File: config.mk
export PLATFORM = sky130hd
export DESIGN_NAME = dual_ema_rise_gate_unit_flat
export DESIGN_NICKNAME = d
export VERILOG_FILES = /design/src/sv/dergate_pkg.sv /design/src/sv/dergate_if.sv /design/src/sv/dergate_ctrl.sv /design/src/sv/dergate_dp.sv /design/src/sv/dual_ema_rise_gate_unit.sv /design/src/flat_wrapper.sv
export SDC_FILE = /design/constraint.sdc
export NUM_CORES = 2
export LEC_CHECK = 0
export BUFFER_PORTS_ARGS = -buffer_cell sky130_fd_sc_hd__buf_2
export CORE_ASPECT_RATIO = 0.9
export CORE_MARGIN = 2
export CORE_UTILIZATION = 25
export CTS_CLUSTER_SIZE = 12
export DETAILED_ROUTE_END_ITERATION = 6
export SYNTH_ARGS = -nofsm -noshare
export SYNTH_HDL_FRONTEND = slang
export SYNTH_SLANG_ARGS = --single-unit
File: constraint.sdc
create_clock -name clock -period 25 [get_ports clock]
set_input_delay 3.75 -clock clock [delete_from_list [all_inputs] [get_ports clock]]
set_output_delay 3.75 -clock clock [all_outputs]
set_load 0.03 [all_outputs]
File: src/sv/dergate_pkg.sv
// ----------------------------------------------------------------------------
// dergate_pkg
// Widths, register indexes, state codes and the command and status bundles
// shared by the dual moving-average rise gate.
// ----------------------------------------------------------------------------
package dergate_pkg;

   localparam int ALPHA_W    = 16;
   localparam int CAP_W      = 17;
   localparam int FLOOR_W    = 31;
   localparam int TICK_W     = 32;
   localparam int GATE_W     = 17;
   localparam int CSR_IDX_W  = 3;
   localparam int CSR_DATA_W = 32;
   localparam int DIV_STEPS  = GATE_W;
   localparam int CNT_W      = 5;

   localparam logic [GATE_W-1:0]  GATE_MAX   = 17'h1FFFF;
   localparam logic [ALPHA_W-1:0] ROUND_HALF = 16'h8000;

   localparam logic [ALPHA_W-1:0] ALPHA_SHORT_RST = 16'd6554;
   localparam logic [ALPHA_W-1:0] ALPHA_LONG_RST  = 16'd66;
   localparam logic [CAP_W-1:0]   CAP_RST         = 17'd32768;
   localparam logic               ENABLED_RST     = 1'b1;
   localparam logic [FLOOR_W-1:0] FLOOR_RST       = 31'd66;

   localparam logic [CSR_IDX_W-1:0] CSR_ALPHA_SHORT = 3'd0;
   localparam logic [CSR_IDX_W-1:0] CSR_ALPHA_LONG  = 3'd1;
   localparam logic [CSR_IDX_W-1:0] CSR_CAP         = 3'd2;
   localparam logic [CSR_IDX_W-1:0] CSR_ENABLED     = 3'd3;
   localparam logic [CSR_IDX_W-1:0] CSR_LONG_FLOOR  = 3'd4;

   localparam logic OP_SAMPLE = 1'b0;
   localparam logic OP_TICK   = 1'b1;

   typedef enum logic [3:0] {
      ST_IDLE,
      ST_DECODE,
      ST_EMA_DIFF,
      ST_MUL_LO,
      ST_MUL_HI,
      ST_EMA_UPD,
      ST_DIV_INIT,
      ST_DIV_CHECK,
      ST_DIV_STEP,
      ST_OUT
   } state_type;

   typedef struct packed {
      logic capture;
      logic load_first;
      logic sel;
      logic ema_diff;
      logic mul_lo;
      logic mul_hi;
      logic ema_upd;
      logic div_init;
      logic div_check;
      logic div_step;
      logic div_first;
      logic rsp_load;
   } cmd_type;

   typedef struct packed {
      logic op_tick;
      logic averages_ready;
      logic rsp_free;
   } status_type;

endpackage

File: src/sv/dergate_if.sv
// ----------------------------------------------------------------------------
// dergate channel interfaces
// Request, response and register-write channels, each valid/ready.
// ----------------------------------------------------------------------------
interface dergate_req_if #(parameter int SAMPLE_BITS = 16);
   logic                               valid;
   logic                               ready;
   logic                               op;
   logic signed [SAMPLE_BITS-1:0]      sample;
   logic [dergate_pkg::TICK_W-1:0]     tick_id;

   modport source (output valid, op, sample, tick_id, input ready);
   modport sink   (input valid, op, sample, tick_id, output ready);
endinterface

interface dergate_rsp_if;
   logic                               valid;
   logic                               ready;
   logic [dergate_pkg::TICK_W-1:0]     tick_id_out;
   logic [dergate_pkg::GATE_W-1:0]     gate_value;
   logic                               gate_active;

   modport source (output valid, tick_id_out, gate_value, gate_active, input ready);
   modport sink   (input valid, tick_id_out, gate_value, gate_active, output ready);
endinterface

interface dergate_csr_if;
   logic                               valid;
   logic                               ready;
   logic [dergate_pkg::CSR_IDX_W-1:0]  index;
   logic [dergate_pkg::CSR_DATA_W-1:0] data;

   modport source (output valid, index, data, input ready);
   modport sink   (input valid, index, data, output ready);
endinterface

File: src/sv/dergate_ctrl.sv
// ----------------------------------------------------------------------------
// dergate_ctrl
// Sequencer: decodes a beat, steps the shared multiplier through both
// averages and runs the seventeen divider iterations of a tick.
// ----------------------------------------------------------------------------
module dergate_ctrl (
   input  logic                    clock,
   input  logic                    reset,
   input  logic                    req_valid,
   output logic                    req_ready,
   input  dergate_pkg::status_type sts,
   output dergate_pkg::cmd_type    cmd
);
   import dergate_pkg::*;

   state_type          state_ff, state_in;
   logic               sel_ff, sel_in;
   logic [CNT_W-1:0]   cnt_ff, cnt_in;
   logic               last_step;

   assign last_step = (cnt_ff == CNT_W'(DIV_STEPS - 1));

   always_ff @(posedge clock) begin
      if (reset) begin
         state_ff <= ST_IDLE;
         sel_ff   <= 1'b0;
         cnt_ff   <= '0;
      end else begin
         state_ff <= state_in;
         sel_ff   <= sel_in;
         cnt_ff   <= cnt_in;
      end
   end

   always_comb begin
      state_in = state_ff;
      sel_in   = sel_ff;
      cnt_in   = cnt_ff;
      unique case (state_ff)
         ST_IDLE: begin
            if (req_valid && req_ready) state_in = ST_DECODE;
         end
         ST_DECODE: begin
            if (sts.op_tick) begin
               state_in = ST_DIV_INIT;
            end else if (!sts.averages_ready) begin
               state_in = ST_IDLE;
            end else begin
               sel_in   = 1'b0;
               state_in = ST_EMA_DIFF;
            end
         end
         ST_EMA_DIFF: state_in = ST_MUL_LO;
         ST_MUL_LO:   state_in = ST_MUL_HI;
         ST_MUL_HI:   state_in = ST_EMA_UPD;
         ST_EMA_UPD: begin
            if (!sel_ff) begin
               sel_in   = 1'b1;
               state_in = ST_EMA_DIFF;
            end else begin
               state_in = ST_IDLE;
            end
         end
         ST_DIV_INIT: state_in = ST_DIV_CHECK;
         ST_DIV_CHECK: begin
            cnt_in   = '0;
            state_in = ST_DIV_STEP;
         end
         ST_DIV_STEP: begin
            cnt_in = cnt_ff + CNT_W'(1);
            if (last_step) state_in = ST_OUT;
         end
         ST_OUT: begin
            if (sts.rsp_free) state_in = ST_IDLE;
         end
         default: state_in = ST_IDLE;
      endcase
   end

   always_comb begin
      cmd       = '0;
      req_ready = 1'b0;
      cmd.sel   = sel_ff;
      unique case (state_ff)
         ST_IDLE: begin
            req_ready   = !reset;
            cmd.capture = req_valid && !reset;
         end
         ST_DECODE:    cmd.load_first = !sts.op_tick && !sts.averages_ready;
         ST_EMA_DIFF:  cmd.ema_diff   = 1'b1;
         ST_MUL_LO:    cmd.mul_lo     = 1'b1;
         ST_MUL_HI:    cmd.mul_hi     = 1'b1;
         ST_EMA_UPD:   cmd.ema_upd    = 1'b1;
         ST_DIV_INIT:  cmd.div_init   = 1'b1;
         ST_DIV_CHECK: cmd.div_check  = 1'b1;
         ST_DIV_STEP: begin
            cmd.div_step  = 1'b1;
            cmd.div_first = (cnt_ff == '0);
         end
         ST_OUT:       cmd.rsp_load   = sts.rsp_free;
         default:      cmd            = '0;
      endcase
   end

endmodule

File: src/sv/dergate_dp.sv
// ----------------------------------------------------------------------------
// dergate_dp
// Datapath: register file, the two moving averages with a shared split
// multiplier, a restoring divider for the rise ratio and the result register.
// ----------------------------------------------------------------------------
module dergate_dp #(
   parameter int SAMPLE_BITS   = 16,
   parameter int FRACTION_BITS = 16
) (
   input  logic                                clock,
   input  logic                                reset,
   input  dergate_pkg::cmd_type                cmd,
   output dergate_pkg::status_type             sts,
   input  logic                                req_op,
   input  logic signed [SAMPLE_BITS-1:0]       req_sample,
   input  logic [dergate_pkg::TICK_W-1:0]      req_tick_id,
   input  logic                                csr_write,
   input  logic [dergate_pkg::CSR_IDX_W-1:0]   csr_index,
   input  logic [dergate_pkg::CSR_DATA_W-1:0]  csr_data,
   output logic                                rsp_valid,
   input  logic                                rsp_ready,
   output logic [dergate_pkg::TICK_W-1:0]      rsp_tick_id_out,
   output logic [dergate_pkg::GATE_W-1:0]      rsp_gate_value,
   output logic                                rsp_gate_active
);
   import dergate_pkg::*;

   localparam int AW  = SAMPLE_BITS + FRACTION_BITS;
   localparam int H   = (AW + 1) / 2;
   localparam int PLW = ALPHA_W + H;
   localparam int PHW = ALPHA_W + AW - H;
   localparam int PW  = ALPHA_W + AW;
   localparam int CW  = (AW > FLOOR_W + 1) ? AW : FLOOR_W + 1;

   logic [ALPHA_W-1:0]         alpha_short_ff, alpha_long_ff;
   logic [CAP_W-1:0]           cap_ff;
   logic                       enabled_ff;
   logic [FLOOR_W-1:0]         floor_ff;

   logic                       op_ff;
   logic [SAMPLE_BITS-1:0]     sample_ff;
   logic [TICK_W-1:0]          tick_ff;

   logic                       ready_ff;
   logic [AW-1:0]              short_ff, long_ff;

   logic                       neg_ff;
   logic [AW-1:0]              mag_ff;
   logic [PLW-1:0]             prod_ff;
   logic [PW-1:0]              acc_ff;

   logic [AW:0]                rem_ff, rem_in;
   logic [GATE_W-1:0]          quo_ff;
   logic                       off_ff, nonpos_ff, sat_ff;

   logic                       rsp_valid_ff;
   logic [TICK_W-1:0]          rsp_tick_ff;
   logic [GATE_W-1:0]          rsp_value_ff;
   logic                       rsp_active_ff;

   logic [AW-1:0]              x_val, avg_sel, avg_in;
   logic [AW:0]                diff_w, mag_full, upd_full;
   logic [ALPHA_W-1:0]         alpha_sel;
   logic [PLW-1:0]             prod_in;
   logic [PW-1:0]              sum_w;
   logic [AW-1:0]              step_w;
   logic [AW:0]                cand, den;
   logic                       ge;
   logic                       off_in;
   logic [GATE_W-1:0]          ratio, clamped;

   // register writes
   always_ff @(posedge clock) begin
      if (reset) begin
         alpha_short_ff <= ALPHA_SHORT_RST;
         alpha_long_ff  <= ALPHA_LONG_RST;
         cap_ff         <= CAP_RST;
         enabled_ff     <= ENABLED_RST;
         floor_ff       <= FLOOR_RST;
      end else if (csr_write) begin
         unique case (csr_index)
            CSR_ALPHA_SHORT: alpha_short_ff <= csr_data[ALPHA_W-1:0];
            CSR_ALPHA_LONG:  alpha_long_ff  <= csr_data[ALPHA_W-1:0];
            CSR_CAP:         cap_ff         <= csr_data[CAP_W-1:0];
            CSR_ENABLED:     enabled_ff     <= csr_data[0];
            CSR_LONG_FLOOR:  floor_ff       <= csr_data[FLOOR_W-1:0];
            default: ;
         endcase
      end
   end

   always_ff @(posedge clock) begin
      if (cmd.capture) begin
         op_ff     <= req_op;
         sample_ff <= req_sample;
         tick_ff   <= req_tick_id;
      end
   end

   // moving averages
   assign x_val     = {sample_ff, {FRACTION_BITS{1'b0}}};
   assign avg_sel   = cmd.sel ? long_ff : short_ff;
   assign alpha_sel = cmd.sel ? alpha_long_ff : alpha_short_ff;
   assign diff_w    = {x_val[AW-1], x_val} - {avg_sel[AW-1], avg_sel};
   assign mag_full  = diff_w[AW] ? ((AW+1)'(0) - diff_w) : diff_w;

   assign prod_in = cmd.mul_lo ? PLW'(alpha_sel) * PLW'(mag_ff[H-1:0])
                               : PLW'(alpha_sel) * PLW'(mag_ff[AW-1:H]);

   assign sum_w    = acc_ff + {prod_ff[PHW-1:0], {H{1'b0}}};
   assign step_w   = sum_w[PW-1:ALPHA_W];
   assign upd_full = neg_ff ? ({avg_sel[AW-1], avg_sel} - {1'b0, step_w})
                            : ({avg_sel[AW-1], avg_sel} + {1'b0, step_w});
   assign avg_in   = upd_full[AW-1:0];

   always_ff @(posedge clock) begin
      if (cmd.ema_diff) begin
         neg_ff <= diff_w[AW];
         mag_ff <= mag_full[AW-1:0];
      end
      if (cmd.mul_lo || cmd.mul_hi) prod_ff <= prod_in;
      if (cmd.mul_hi) acc_ff <= PW'(prod_ff) + PW'(ROUND_HALF);
   end

   always_ff @(posedge clock) begin
      if (reset) begin
         ready_ff <= 1'b0;
         short_ff <= '0;
         long_ff  <= '0;
      end else if (cmd.load_first) begin
         ready_ff <= 1'b1;
         short_ff <= x_val;
         long_ff  <= x_val;
      end else if (cmd.ema_upd) begin
         if (cmd.sel) long_ff  <= avg_in;
         else         short_ff <= avg_in;
      end
   end

   // rise ratio divider
   assign off_in = !enabled_ff || !ready_ff ||
                   ($signed({{(CW-AW){long_ff[AW-1]}}, long_ff}) <=
                    $signed({{(CW-FLOOR_W){1'b0}}, floor_ff}));
   assign den    = {1'b0, long_ff};
   assign cand   = cmd.div_first ? rem_ff : {rem_ff[AW-1:0], 1'b0};
   assign ge     = (cand >= den);

   always_comb begin
      rem_in = rem_ff;
      if (cmd.div_init)      rem_in = {short_ff[AW-1], short_ff} - {long_ff[AW-1], long_ff};
      else if (cmd.div_step) rem_in = ge ? (cand - den) : cand;
   end

   always_ff @(posedge clock) begin
      rem_ff <= rem_in;
      if (cmd.div_init) off_ff <= off_in;
      if (cmd.div_check) begin
         nonpos_ff <= rem_ff[AW] || (rem_ff == '0);
         sat_ff    <= ($signed(rem_ff) >= $signed({long_ff, 1'b0}));
      end
      if (cmd.div_step) quo_ff <= {quo_ff[GATE_W-2:0], ge};
   end

   // result register
   assign ratio   = nonpos_ff ? '0 : (sat_ff ? GATE_MAX : quo_ff);
   assign clamped = (ratio > cap_ff) ? cap_ff : ratio;

   always_ff @(posedge clock) begin
      if (reset) begin
         rsp_valid_ff <= 1'b0;
      end else if (cmd.rsp_load) begin
         rsp_valid_ff <= 1'b1;
      end else if (rsp_ready) begin
         rsp_valid_ff <= 1'b0;
      end
   end

   always_ff @(posedge clock) begin
      if (cmd.rsp_load) begin
         rsp_tick_ff   <= tick_ff;
         rsp_value_ff  <= off_ff ? '0 : clamped;
         rsp_active_ff <= !off_ff;
      end
   end

   assign rsp_valid       = rsp_valid_ff;
   assign rsp_tick_id_out = rsp_tick_ff;
   assign rsp_gate_value  = rsp_value_ff;
   assign rsp_gate_active = rsp_active_ff;

   assign sts.op_tick        = (op_ff == OP_TICK);
   assign sts.averages_ready = ready_ff;
   assign sts.rsp_free       = !rsp_valid_ff || rsp_ready;

endmodule

File: src/sv/dual_ema_rise_gate_unit.sv
// ----------------------------------------------------------------------------
// dual_ema_rise_gate_unit
// Short/long moving-average relative rise gate, top level.
// ----------------------------------------------------------------------------
// req_bus carries one beat per operation: op selects a sample update or a
// tick request. A sample update returns nothing; a tick returns one beat on
// rsp_bus with the tick label, the gate value (Q1.16) and the active flag.
// csr_bus writes the five registers by index and is always ready outside
// reset; write it only while the block is idle.
// The first sample after reset loads both averages directly; a later sample
// updates two averages, four steps each through one 16 x (width/2)
// multiplier. A tick runs divider set-up, the 17 iterations of the restoring
// divider and the result load before rsp_bus goes valid.
// One operation is in flight at a time; req_bus ready returns once the
// previous one has finished.
// Reset clears the averages and their ready flag and reloads the register
// defaults. A finished result waits in the output register while rsp_bus is
// stalled; the next beat is still taken, and a following tick holds in its
// final step until the output register frees.
// ----------------------------------------------------------------------------
module dual_ema_rise_gate_unit #(
   parameter int SAMPLE_BITS   = 16,
   parameter int FRACTION_BITS = 16
) (
   input  logic          clock,
   input  logic          reset,
   dergate_req_if.sink   req_bus,
   dergate_rsp_if.source rsp_bus,
   dergate_csr_if.sink   csr_bus
);
   import dergate_pkg::*;

   cmd_type    cmd;
   status_type sts;

   assign csr_bus.ready = !reset;

   dergate_ctrl u_ctrl (
      .clock     (clock),
      .reset     (reset),
      .req_valid (req_bus.valid),
      .req_ready (req_bus.ready),
      .sts       (sts),
      .cmd       (cmd)
   );

   dergate_dp #(
      .SAMPLE_BITS   (SAMPLE_BITS),
      .FRACTION_BITS (FRACTION_BITS)
   ) u_dp (
      .clock           (clock),
      .reset           (reset),
      .cmd             (cmd),
      .sts             (sts),
      .req_op          (req_bus.op),
      .req_sample      (req_bus.sample),
      .req_tick_id     (req_bus.tick_id),
      .csr_write       (csr_bus.valid && !reset),
      .csr_index       (csr_bus.index),
      .csr_data        (csr_bus.data),
      .rsp_valid       (rsp_bus.valid),
      .rsp_ready       (rsp_bus.ready),
      .rsp_tick_id_out (rsp_bus.tick_id_out),
      .rsp_gate_value  (rsp_bus.gate_value),
      .rsp_gate_active (rsp_bus.gate_active)
   );

endmodule

File: src/flat_wrapper.sv
// flat-port wrapper written by rule: the top's interface ports become plain ports
module dual_ema_rise_gate_unit_flat import dergate_pkg::*;
#(
   parameter int SAMPLE_BITS   = 16,
   parameter int FRACTION_BITS = 16
)
  (clock, reset, req_bus_valid, req_bus_op, req_bus_sample, req_bus_tick_id, req_bus_ready, rsp_bus_valid, rsp_bus_tick_id_out, rsp_bus_gate_value, rsp_bus_gate_active, rsp_bus_ready, csr_bus_valid, csr_bus_index, csr_bus_data, csr_bus_ready);
  dergate_req_if #(.SAMPLE_BITS(SAMPLE_BITS)) req_bus_i ();
  dergate_rsp_if rsp_bus_i ();
  dergate_csr_if csr_bus_i ();
  input  logic clock;
  input  logic reset;
  input wire logic [$bits(req_bus_i.valid)-1:0] req_bus_valid;
  input wire logic [$bits(req_bus_i.op)-1:0] req_bus_op;
  input wire logic [$bits(req_bus_i.sample)-1:0] req_bus_sample;
  input wire logic [$bits(req_bus_i.tick_id)-1:0] req_bus_tick_id;
  output wire logic [$bits(req_bus_i.ready)-1:0] req_bus_ready;
  output wire logic [$bits(rsp_bus_i.valid)-1:0] rsp_bus_valid;
  output wire logic [$bits(rsp_bus_i.tick_id_out)-1:0] rsp_bus_tick_id_out;
  output wire logic [$bits(rsp_bus_i.gate_value)-1:0] rsp_bus_gate_value;
  output wire logic [$bits(rsp_bus_i.gate_active)-1:0] rsp_bus_gate_active;
  input wire logic [$bits(rsp_bus_i.ready)-1:0] rsp_bus_ready;
  input wire logic [$bits(csr_bus_i.valid)-1:0] csr_bus_valid;
  input wire logic [$bits(csr_bus_i.index)-1:0] csr_bus_index;
  input wire logic [$bits(csr_bus_i.data)-1:0] csr_bus_data;
  output wire logic [$bits(csr_bus_i.ready)-1:0] csr_bus_ready;
  assign req_bus_i.valid = req_bus_valid;
  assign req_bus_i.op = req_bus_op;
  assign req_bus_i.sample = req_bus_sample;
  assign req_bus_i.tick_id = req_bus_tick_id;
  assign req_bus_ready = req_bus_i.ready;
  assign rsp_bus_valid = rsp_bus_i.valid;
  assign rsp_bus_tick_id_out = rsp_bus_i.tick_id_out;
  assign rsp_bus_gate_value = rsp_bus_i.gate_value;
  assign rsp_bus_gate_active = rsp_bus_i.gate_active;
  assign rsp_bus_i.ready = rsp_bus_ready;
  assign csr_bus_i.valid = csr_bus_valid;
  assign csr_bus_i.index = csr_bus_index;
  assign csr_bus_i.data = csr_bus_data;
  assign csr_bus_ready = csr_bus_i.ready;
  dual_ema_rise_gate_unit #(.SAMPLE_BITS(SAMPLE_BITS), .FRACTION_BITS(FRACTION_BITS)) u_core (.clock(clock), .reset(reset), .req_bus(req_bus_i), .rsp_bus(rsp_bus_i), .csr_bus(csr_bus_i));
endmodule
==> out/metrics.cfg <==
[clocking]
clk-insertion-delay-late_ps = 610
cts-resized-gates = 0
post-cts-setup-buffers = 0
ctsRootBufferMaster = clkbuf_16
holdBufCountCts = 0
cts_tree = built
cts.clk_slew.worst_paths_ps = 60
cts_sinks = 391
numCtsBuffers = 46
clk_path_buf_depth = 3
htreeDepth = 2

[power]
intPower_mw = 1.600
ir_worst_vdd_mv = 0.05456
pwr-share-clk_pct = 27.9
powerDensity_mw_per_mm2 = 53.88
finalPower_mw = 2.584
p_sw_mw = 0.9847
power_leakage_nw = 20.96
switching_share_pct = 38.10
power_frac_seq_pct = 28.6
power.share.combinational_pct = 43.4

[global_routing]
overflow = 0
use_met1_pct = 19.09
use_met3_pct = 1.410
grt.met2_usage_pct = 24.53
grt_pass1_wl_mm = 202.0
grt_util_all_layers_pct = 14.32
grt.busiest_layer = met2
grt_max_degree = 70
antenna_found_initial = 17
grt_pass1_vias = 35300

[floorplanning]
num_rows = 144
core_area_mm2 = 0.1715
ioPinCount = 142
fp.dieW_um = 442.5
die-area_mm2 = 0.1764
fp.dieH_um = 398.7
start_util_pct = 25.22

[synthesis]
ys_types = 111
syn_area_mm2 = 0.04327
ys_ff_latch = 391
ys.flop_type = edfxtp_1
synth.area.top_cells = fa_1 18%, edfxtp_1 16%, ha_1 12%
avgSynthCellArea_um2 = 8.705
postSynthCellCount = 4970
netlist.area_leader.share_pct = 18.14
yosysWarnings = 0
syn_nets = 5873
ys_async_sr_fraction_pct = 0
synth_commonest_cells = 803 x nand2_1, 618 x inv_1, 422 x ha_1
yosysSeqAreaShare_pct = 23.51
synth_edf_count = 234
yosysMostFrequentCell = nand2_1
synth_area_leader_cell = fa_1

[worst_hold_path]
hold_path.class = flop to flop

[placed_design]
placed_area_mm2 = 0.04633
place_inst = 7211
pre_cts_slack_ps = 15730
port_buffers = 140
place_hpwl_mm = 98.66
gp_congestion = 0.9241

[routing]
dr_total_vias = 35320
wl_per_cell_um = 17.54
ant_nets = 0
drcViolationCount = 0
first_iter_violations = 2756
via_per_inst = 4.838
wirelength_mm = 128.0
dr.pass1.iters = 6

[critical_path]
critPathTopFamily = adder cells
path_max_fanout = 68
worst_ep_arrival_time_ps = 9750
crit_path_frequent_cell = fa_1
cp_num_buf_inv = 5
critical_path.endpoint_type = flop
path_class = flop to flop
start_kind = flop
slowest_delay_ps = 620
crit_slowest_cell = dfxtp_1
crit_required_ps = 25310

[sta]
tns_ps = 0
finalSetupViolations = 0
maxSlewHeadroom_pct = 11.93
finalHoldViolCount = 0
period_share_pct = 37.76
fin_ws_ps = 15560
fin_crit_ps = 9440
rsz0062_at_grt = no
final.setup_skew_ps = 23.66
slew_violations = 0
max_freq_mhz = 105.9
worstMarginPinSlew_ps = 1316

[flow_run]
cap_violations = 0

[finish]
area_delta_synth_final_pct = 10.86
final_area_mm2 = 0.04796
nets = 5899
final_cells = 7299
drive_gt1_share_pct = 6.477

[outcome]
run_status = completed

## worst paths after layout
kind	start	endpoint	slack, ps	cells after the start
setup reg to reg	u_core.u_ctrl.state_ff[3]	u_core.u_dp.prod_ff[31]	15560	28
setup / recovery	u_core.u_ctrl.state_ff[3]	u_core.u_dp.prod_ff[31]	15560	28
hold reg to reg	u_core.u_dp.tick_ff[18]	u_core.u_dp.rsp_tick_id_out[18]	410	0
hold / removal	u_core.u_dp.tick_ff[18]	u_core.u_dp.rsp_tick_id_out[18]	410	0
## routing by layer
metal,vias up,wire (um)
li1,16680,-
met1,17460,56800
met2,980,60560
met3,197,6431
met4,4,4201
met5,-,27
## metrics by stage
| step | hold slack [ps] | utilization [%] |
|---|---|---|
| after global placement | 400.4 | 27.01 |
| final | 412.0 | 27.96 |
| after CTS | 414.0 | 27.96 |
| after global routing | 417.7 | 27.96 |
| after detailed placement | 404.5 | 27.01 |
| after floorplan | 400.3 | - |
## worst reg2reg max path, delay by kind of cell (launching register included)
family | cells | cell delay (ps)
simple gates | 4 | 750
flops | 1 | 620
compound gates | 10 | 2700
fa+ha+maj | 7 | 3400
mux | 1 | 190
xor+xnor | 1 | 220
buf+inv | 5 | 1280
## flip-flops by register name, summed over array words and instances (netlist names), 16 cells and up
register	count
u_core.u_dp.rem_ff	33
u_core.u_dp.long_ff	32
u_core.u_dp.mag_ff	32
u_core.u_dp.prod_ff	32
u_core.u_dp.rsp_tick_id_out	32
u_core.u_dp.short_ff	32
u_core.u_dp.tick_ff	32
u_core.u_dp.floor_ff	31
u_core.u_dp.acc_ff	17
u_core.u_dp.cap_ff	17
u_core.u_dp.quo_ff	17
u_core.u_dp.rsp_gate_value	17
u_core.u_dp.alpha_long_ff	16
u_core.u_dp.alpha_short_ff	16
u_core.u_dp.sample_ff	16
## cells in the final DEF, fill, tap and decap left out, drive strengths merged, types with 29 or more instances in the layout
| master | netlist | layout |
|---|---|---|
| buf | 22 | 178 |
| ha | 422 | 422 |
| nand2b | 29 | 29 |
| nor3 | 72 | 72 |
| xor2 | 87 | 87 |
| clkbuf | 178 | 68 |
| and3 | 35 | 35 |
| fa | 392 | 392 |
| a211oi | 30 | 30 |
| nor2b | 49 | 49 |
| xnor2 | 170 | 170 |
| mux2i | 45 | 45 |
| edfxtp | 234 | 234 |
| nand3 | 103 | 103 |
| nand4 | 38 | 38 |
| a21o | 106 | 106 |
| dfxtp | 157 | 157 |
| o21a | 46 | 46 |
| a21oi | 312 | 312 |
| a31oi | 46 | 46 |
| inv | 620 | 621 |
| o21ai | 167 | 167 |
| and2 | 258 | 258 |
| nor2 | 238 | 238 |
| o31ai | 45 | 45 |
| nand2 | 803 | 803 |
## power by group through the flow
| stage | logic (mW) | clock network (mW) | registers, mW |
|---|---|---|---|
| global route | 1.27 | 0.761 | 0.740 |
| detailed placement | 1.11 | 0 | 0.753 |
| CTS | 1.12 | 0.736 | 0.739 |
| finish | 1.12 | 0.722 | 0.739 |
| global placement | 1.10 | 0 | 0.753 |
| floorplan | 0.827 | 0 | 0.741 |
## cell families after synthesis
kind of cell    after synthesis  share of synthesized area (%)
fa+ha+maj                   814                          30.34
xor+xnor                    257                          5.203
flops                       391                          23.51
compound gates              927                          13.85
mux                          47                          1.093
simple gates               1712                          18.76
buf+inv                     822                          7.247
## cell type report
class,instances,area (um2)
sequential,391,10170
multi-input combinational,3757,30010
inverter,622,2335
antenna,3,7.507
clock inverter,17,285.3
clock buffer,68,1340
tap,2263,2831
timing repair buffer,178,988.4
fill,18210,123600
Power figures use the tool's default switching activity.
